File: src/hw/rtl/tcm_pkg.sv
package tcm_pkg;

  typedef logic [23:0] rgb_t;

  typedef struct packed {
    logic direct_rgb;
    logic wide_palette;
  } cfg_t;

  localparam int CFG_IDX_W = 1;
  localparam logic [CFG_IDX_W-1:0] CFG_DIRECT_RGB   = 1'b0;
  localparam logic [CFG_IDX_W-1:0] CFG_WIDE_PALETTE = 1'b1;

  localparam logic [7:0] BASIC_LIMIT = 8'd16;
  localparam logic [7:0] CUBE_BASE   = 8'd16;
  localparam logic [7:0] GRAY_BASE   = 8'd232;

  function automatic rgb_t basic_rgb(input logic [3:0] idx);
    rgb_t c;
    case (idx)
      4'd0:    c = {8'd0,   8'd0,   8'd0};
      4'd1:    c = {8'd205, 8'd0,   8'd0};
      4'd2:    c = {8'd0,   8'd205, 8'd0};
      4'd3:    c = {8'd205, 8'd205, 8'd0};
      4'd4:    c = {8'd0,   8'd0,   8'd238};
      4'd5:    c = {8'd205, 8'd0,   8'd205};
      4'd6:    c = {8'd0,   8'd205, 8'd205};
      4'd7:    c = {8'd229, 8'd229, 8'd229};
      4'd8:    c = {8'd127, 8'd127, 8'd127};
      4'd9:    c = {8'd255, 8'd0,   8'd0};
      4'd10:   c = {8'd0,   8'd255, 8'd0};
      4'd11:   c = {8'd255, 8'd255, 8'd0};
      4'd12:   c = {8'd92,  8'd92,  8'd255};
      4'd13:   c = {8'd255, 8'd0,   8'd255};
      4'd14:   c = {8'd0,   8'd255, 8'd255};
      default: c = {8'd255, 8'd255, 8'd255};
    endcase
    return c;
  endfunction

  function automatic logic [7:0] cube_level(input logic [2:0] v);
    logic [7:0] lvl;
    case (v)
      3'd0:    lvl = 8'd0;
      3'd1:    lvl = 8'd95;
      3'd2:    lvl = 8'd135;
      3'd3:    lvl = 8'd175;
      3'd4:    lvl = 8'd215;
      default: lvl = 8'd255;
    endcase
    return lvl;
  endfunction

  function automatic logic [2:0] cube_step(input logic [7:0] v);
    logic [2:0] s;
    s = 3'(v >= 8'd75) + 3'(v >= 8'd115) + 3'(v >= 8'd155)
      + 3'(v >= 8'd195) + 3'(v >= 8'd235);
    return s;
  endfunction

endpackage

File: src/hw/rtl/tcm_quantize.sv
module tcm_quantize (
  input  logic [7:0] red,
  input  logic [7:0] green,
  input  logic [7:0] blue,
  output logic [7:0] index
);
  import tcm_pkg::*;

  logic [7:0]  gray_ofs;
  logic [15:0] gray_prod;
  logic [4:0]  gray_step;
  logic [8:0]  gray_sum;
  logic [7:0]  gray_idx;
  logic [7:0]  cube_idx;

  // Division of the gray offset by ten is a reciprocal multiply; exact for 0..240.
  assign gray_ofs  = red - 8'd8;
  assign gray_prod = 16'(gray_ofs * 8'd205);
  assign gray_step = gray_prod[15:11];
  assign gray_sum  = {1'b0, GRAY_BASE} + {4'd0, gray_step};
  assign gray_idx  = gray_sum[8] ? 8'd255 : gray_sum[7:0];

  assign cube_idx = CUBE_BASE + 8'(cube_step(red) * 6'd36) + 8'(cube_step(green) * 4'd6)
                  + {5'd0, cube_step(blue)};

  always_comb begin
    if (red == green && green == blue) begin
      if (red < 8'd8) begin
        index = 8'd16;
      end else if (red > 8'd248) begin
        index = 8'd231;
      end else begin
        index = gray_idx;
      end
    end else begin
      index = cube_idx;
    end
  end

endmodule

File: src/hw/rtl/tcm_expand.sv
module tcm_expand (
  input  logic [7:0]    index,
  output tcm_pkg::rgb_t rgb
);
  import tcm_pkg::*;

  logic [7:0]  n;
  logic [17:0] p6;
  logic [5:0]  q6;
  logic [13:0] p36;
  logic [2:0]  d_r;
  logic [2:0]  d_g;
  logic [2:0]  d_b;
  logic [7:0]  b_rem;
  logic [5:0]  g_rem;
  logic [7:0]  gray;

  assign n     = index - CUBE_BASE;
  assign p6    = 18'(n * 10'd171);
  assign q6    = p6[15:10];
  assign p36   = 14'(q6 * 8'd43);
  assign d_r   = p36[10:8];
  assign g_rem = q6 - 6'(d_r * 3'd6);
  assign d_g   = g_rem[2:0];
  assign b_rem = n - 8'(q6 * 4'd6);
  assign d_b   = b_rem[2:0];

  assign gray = 8'd8 + 8'((index - GRAY_BASE) * 4'd10);

  always_comb begin
    if (index < BASIC_LIMIT) begin
      rgb = basic_rgb(index[3:0]);
    end else if (index < GRAY_BASE) begin
      rgb = {cube_level(d_r), cube_level(d_g), cube_level(d_b)};
    end else begin
      rgb = {gray, gray, gray};
    end
  end

endmodule

File: src/hw/rtl/terminal_color_mapper_core.sv
// Terminal color mapper: converts one cell color per clock for a display pipeline.
// Input channel: an item is a transfer at a rising edge with start high and busy low.
// busy is always low, so a new color may be presented in every cycle.
// Configuration: cfg_we writes cfg_wdata into the register at cfg_index
// (0: direct RGB output, 1: 256-color display); write only while no item is in flight.
// Result channel: out_valid marks a result for exactly one cycle; the receiver takes
// it in that cycle and cannot stall the block.
// Pipeline: the input transfer loads the input register; the quantizer or palette
// expander then feeds the result register, which drives out_valid and the result.
// Throughput is one color per cycle, set by the single pass through that logic.
// Reset clears both pipeline valid flags and sets direct RGB off and the 256-color
// display on; results in flight at reset are dropped.
module terminal_color_mapper_core (
  input  logic                           clk,
  input  logic                           rst_n,
  input  logic                           start,
  output logic                           busy,
  input  logic                           in_default_flag,
  input  logic                           in_rgb_flag,
  input  logic [7:0]                     in_red,
  input  logic [7:0]                     in_green,
  input  logic [7:0]                     in_blue,
  input  logic [7:0]                     in_palette_index,
  input  logic                           cfg_we,
  input  logic [tcm_pkg::CFG_IDX_W-1:0]  cfg_index,
  input  logic                           cfg_wdata,
  output logic                           out_valid,
  output logic                           out_no_color,
  output logic [23:0]                    out_color_value
);
  import tcm_pkg::*;

  cfg_t       cfg_r;
  logic       in_valid_r;
  logic       dflt_r;
  logic       isrgb_r;
  logic [7:0] red_r;
  logic [7:0] green_r;
  logic [7:0] blue_r;
  logic [7:0] pidx_r;
  logic       out_valid_r;
  logic       no_color_r;
  rgb_t       color_r;
  logic       no_color_nxt;
  rgb_t       color_nxt;
  logic [7:0] quant_idx;
  logic [7:0] sel_idx;
  rgb_t       expand_rgb;

  assign busy = 1'b0;

  always_ff @(posedge clk) begin
    if (!rst_n) begin
      cfg_r.direct_rgb   <= 1'b0;
      cfg_r.wide_palette <= 1'b1;
    end else if (cfg_we) begin
      case (cfg_index)
        CFG_DIRECT_RGB:   cfg_r.direct_rgb   <= cfg_wdata;
        CFG_WIDE_PALETTE: cfg_r.wide_palette <= cfg_wdata;
        default: ;
      endcase
    end
  end

  always_ff @(posedge clk) begin
    if (!rst_n) begin
      in_valid_r <= 1'b0;
    end else begin
      in_valid_r <= start;
    end
  end

  always_ff @(posedge clk) begin
    if (start) begin
      dflt_r  <= in_default_flag;
      isrgb_r <= in_rgb_flag;
      red_r   <= in_red;
      green_r <= in_green;
      blue_r  <= in_blue;
      pidx_r  <= in_palette_index;
    end
  end

  tcm_quantize u_quantize (
    .red   (red_r),
    .green (green_r),
    .blue  (blue_r),
    .index (quant_idx)
  );

  tcm_expand u_expand (
    .index (pidx_r),
    .rgb   (expand_rgb)
  );

  assign sel_idx = isrgb_r ? quant_idx : pidx_r;

  always_comb begin
    no_color_nxt = 1'b0;
    color_nxt    = '0;
    if (dflt_r) begin
      no_color_nxt = 1'b1;
    end else if (cfg_r.direct_rgb) begin
      color_nxt = isrgb_r ? {red_r, green_r, blue_r} : expand_rgb;
    end else if (cfg_r.wide_palette) begin
      color_nxt = {16'd0, sel_idx};
    end else if (sel_idx < BASIC_LIMIT) begin
      color_nxt = {21'd0, sel_idx[2:0]};
    end else begin
      no_color_nxt = 1'b1;
    end
  end

  always_ff @(posedge clk) begin
    if (!rst_n) begin
      out_valid_r <= 1'b0;
    end else begin
      out_valid_r <= in_valid_r;
    end
  end

  always_ff @(posedge clk) begin
    if (in_valid_r) begin
      no_color_r <= no_color_nxt;
      color_r    <= color_nxt;
    end
  end

  assign out_valid       = out_valid_r;
  assign out_no_color    = no_color_r;
  assign out_color_value = color_r;

endmodule

File: config.mk
export PLATFORM = sky130hd
export DESIGN_NAME = terminal_color_mapper_core
export DESIGN_NICKNAME = d
export VERILOG_FILES = /design/src/hw/rtl/tcm_pkg.sv /design/src/hw/rtl/tcm_quantize.sv /design/src/hw/rtl/tcm_expand.sv /design/src/hw/rtl/terminal_color_mapper_core.sv
export SDC_FILE = /design/constraint.sdc
export NUM_CORES = 1
export LEC_CHECK = 0
export BUFFER_PORTS_ARGS = -buffer_cell sky130_fd_sc_hd__buf_4
export CAP_MARGIN = 0
export CORE_MARGIN = 5
export CORE_UTILIZATION = 56
export CTS_CLUSTER_SIZE = 25
export DETAILED_ROUTE_END_ITERATION = 16
export PLACE_DENSITY_LB_ADDON = 0.12
export SLEW_MARGIN = 10
export SYNTH_ARGS = -nofsm -noshare
export SYNTH_HDL_FRONTEND = slang
export SYNTH_SLANG_ARGS = --single-unit
File: constraint.sdc
create_clock -name clk -period 7.4 [get_ports clk]
set_input_delay 0.74 -clock clk [delete_from_list [all_inputs] [get_ports clk]]
set_output_delay 0.74 -clock clk [all_outputs]
set_load 0.1 [all_outputs]
==> run_results.csv <==
group,metric,value,unit
floorplan,starting_utilization_of_the_core_area,57.64,%
grt,global_route_usage_sum,24.75,%
layout,layout-drive-gt1-share,21.99,%
detailed_routing,detail_route.first_pass.iterations,5,
clocking,cts_tree,"built",
worst_hold_path,hold_path_class,"register to register",
clocking,clockRootBuffer,"sky130_fd_sc_hd__clkbuf_16",
detailed_routing,drt-vias-per-instance,5.921,
grt,global_route_wire_length_before_repair,33.00,mm
grt,antenna_violations_before_repair,0,
clocking,cts_hold_repair.buffers,0,
outcome,outcome,"complete, but fails checks",
floorplan,num_rows,43,
layout,final_cell_mix,"sky130_fd_sc_hd__ha_1 (138), sky130_fd_sc_hd__buf_4 (113), sky130_fd_sc_hd__inv_1 (101)",
sta,timing.final.crit_share,102.8,%
placed_design,portBuffers,65,
sta,setup_tns,-1.127,ns
grt,grt_start_max_net_pins,43,
clocking,worst_skew_pair.late_latency,0.35,ns
yosys,synth_cell_types,77,
sta,least_margin_pin_slew,1.189,ns
sta,final.setup_skew,0.005774,ns
detailed_routing,routed_wirelength,20.41,mm
sta,hold_viol,0,
yosys,synth.yosys.seq_area_share,28.18,%
yosys,synth_top_cells_by_area,"sky130_fd_sc_hd__ha_1 (23%), sky130_fd_sc_hd__edfxtp_1 (22%), sky130_fd_sc_hd__fa_1 (9.2%)",
yosys,synthesis.nets,1059,
critical_path,critPathSlowestCell,"sky130_fd_sc_hd__fa_1",
layout,area_growth_syn_to_fin,20.52,%
critical_path,worst_path_dominant_cell_family,"adder cells",
detailed_routing,wl_per_cell,18.27,um
detailed_routing,vias,6614,
yosys,synth-main-ff-cell,"sky130_fd_sc_hd__edfxtp_1",
yosys,synth_edf_count,59,
critical_path,crit_path_end_kind,"register",
critical_path,critical_path_arrival,7.82,ns
critical_path,critPathMaxFanout,4,
yosys,synthesis.area_per_instance,9.691,sq um
critical_path,peak_per_stage_delay_on_the_critical_path,0.50,ns
placed_design,dp_hpwl,16.39,mm
placed_design,placed_cell_area,9024,sq um
floorplan,placeableCoreArea,13990,sq um
critical_path,critPathRequiredTime,7.61,ns
sta,min_cycle_time_layout,7.610,ns
critical_path,timing.critical_path.from_type,"register",
sta,report.final.setup_viol,8,
clocking,clock-sinks,84,
critical_path,path_buf_inv,1,
yosys,synth.top_cell.area_share,23.28,%
clocking,clkTransAtPathRegs,0.07,ns
layout,count_of_fill_cells_added_during_filler_insertion,1084,
clocking,clock_path_buffers,2,
yosys,async_flop_share,0,%
floorplan,floorplan.die_area,16900,sq um
outcome,failed_checks,"negative setup slack",
floorplan,horizontal_extent_of_the_die,130.0,um
yosys,postSynthCellCount,832,
detailed_routing,drc_errors,0,
placed_design,gp_routability_congestion,0.9374,
layout,fin_area,9717,sq um
yosys,mappedNetlistArea,8063,sq um
clocking,cts_made_buffers,9,
layout,layout_commonest_cell,"sky130_fd_sc_hd__ha_1",
layout,finalNetCount,1159,
floorplan,die_boundary_height,130.0,um
grt,grt_pass1_vias,6641,
yosys,yosys_warnings,0,
yosys,yosys_register_bits,84,
sta,slew-limit-headroom,20.61,%
floorplan,io-pin-count,67,
sta,rsz_0062_raised_after_global_routing,"yes",
layout,final_core_util,69.46,%
clocking,cts-htree-levels,3,
run,maxCapViolations,0,
layout,diodes_inserted,0,
sta,report.final.slew_viol_count,0,
grt,overflow,0,
detailed_routing,drtAntennaViolNets,0,
detailed_routing,drt_first_iter_violations,604,
sta,fmax,0.1314,GHz
critical_path,critical-path-top-cell-by-count,"sky130_fd_sc_hd__ha_1",
sta,post-route-worst-setup-slack,-0.2099,ns
yosys,post-synth-top-area-cell,"sky130_fd_sc_hd__ha_1",
critical_path,critical_path_class,"register to register",
-- layer usage --
layer  part of all wire [%]  track usage (%)
met1                     43            33.20
met4                    2.2            6.296
met2                     48            41.80
met5                      0                0
met3                    6.9            4.298
-- worst reg2reg max path: cells and delay by family, from the launching register on --
kind                       cells  cell delay [ns]
adders and majority gates     10             3.54
xor gates and xnor gates       5             1.12
AOI/OAI and AO/OA              6             1.02
and+or+nand+nor                9             1.19
DFF                            1             0.43
buffers and inverters          1             0.15
-- synthesized netlist by cell type, types with 15 or more instances --
master	count
sky130_fd_sc_hd__clkbuf_1	15
sky130_fd_sc_hd__ha_1	150
sky130_fd_sc_hd__edfxtp_1	59
sky130_fd_sc_hd__a21oi_1	50
sky130_fd_sc_hd__fa_1	37
sky130_fd_sc_hd__nor3_1	21
sky130_fd_sc_hd__nand2_1	64
sky130_fd_sc_hd__o21ai_0	42
sky130_fd_sc_hd__dfxtp_1	25
sky130_fd_sc_hd__xor2_1	16
sky130_fd_sc_hd__nor2_1	44
sky130_fd_sc_hd__xnor2_1	19
sky130_fd_sc_hd__inv_1	109
-- worst paths after layout --
check                              from  slack, ns                                 to  cells after the start
hold reg to reg   cfg_r[0]$_SDFFE_PN1P_       0.50              cfg_r[0]$_SDFFE_PN1P_                      2
hold / removal    cfg_r[0]$_SDFFE_PN1P_       0.50              cfg_r[0]$_SDFFE_PN1P_                      2
setup / recovery    pidx_r[4]$_DFFE_PP_      -0.21  out_color_value[13]$_SDFFCE_PP0P_                     31
setup reg to reg    pidx_r[4]$_DFFE_PP_      -0.21  out_color_value[13]$_SDFFCE_PP0P_                     31
-- final cells by class --
class                   count  area [sq um]  share of cell area, %
multi-input cells         612          5643                  58.07
well taps                 180         225.2                  2.318
inverters                 110         415.4                  4.275
repair buffers            115         870.8                  8.962
clock inverters             7         65.06                 0.6696
flip-flops and latches     84          2272                  23.38
clock buffers               9         225.2                  2.318
-- logic make-up (layout without fill, tap and decap cells) --
family | after synthesis | after routing | synth area share [%]
AO/OA/AOI/OAI | 192 | 192 | 16.15
XOR/XNOR | 38 | 38 | 4.640
adder cells (fa/ha/maj) | 188 | 188 | 32.60
buffers and inverters | 136 | 241 | 6.673
flip-flops | 84 | 84 | 28.18
multiplexers | 5 | 5 | 0.6208
other | 1 | 1 | 0.04651
AND/OR/NAND/NOR | 188 | 188 | 11.08
-- stage by stage --
stage / setup WS (ns) / hold WS (ns) / instances
2_1_floorplan: -0.05395 / 0.4573 / 832
3_3_place_gp: -0.07615 / 0.4934 / 1089
3_5_place_dp: -0.3895 / 0.4975 / 1089
4_1_cts: -0.2617 / 0.5077 / 1111
5_1_grt: -0.5833 / 0.5414 / 1117
6_report: -0.2099 / 0.5013 / 1117
-- repair_timing --
| action | CTS | global route |
|---|---|---|
| resized for setup | 19 | 42 |
| pin swaps | 28 | 27 |
| setup buffers | 7 | 6 |
| setup endpoints to repair | 16 | 16 |
Power is not shown: default switching activity piles up to over one toggle a cycle in this logic, so the estimate is an artifact.
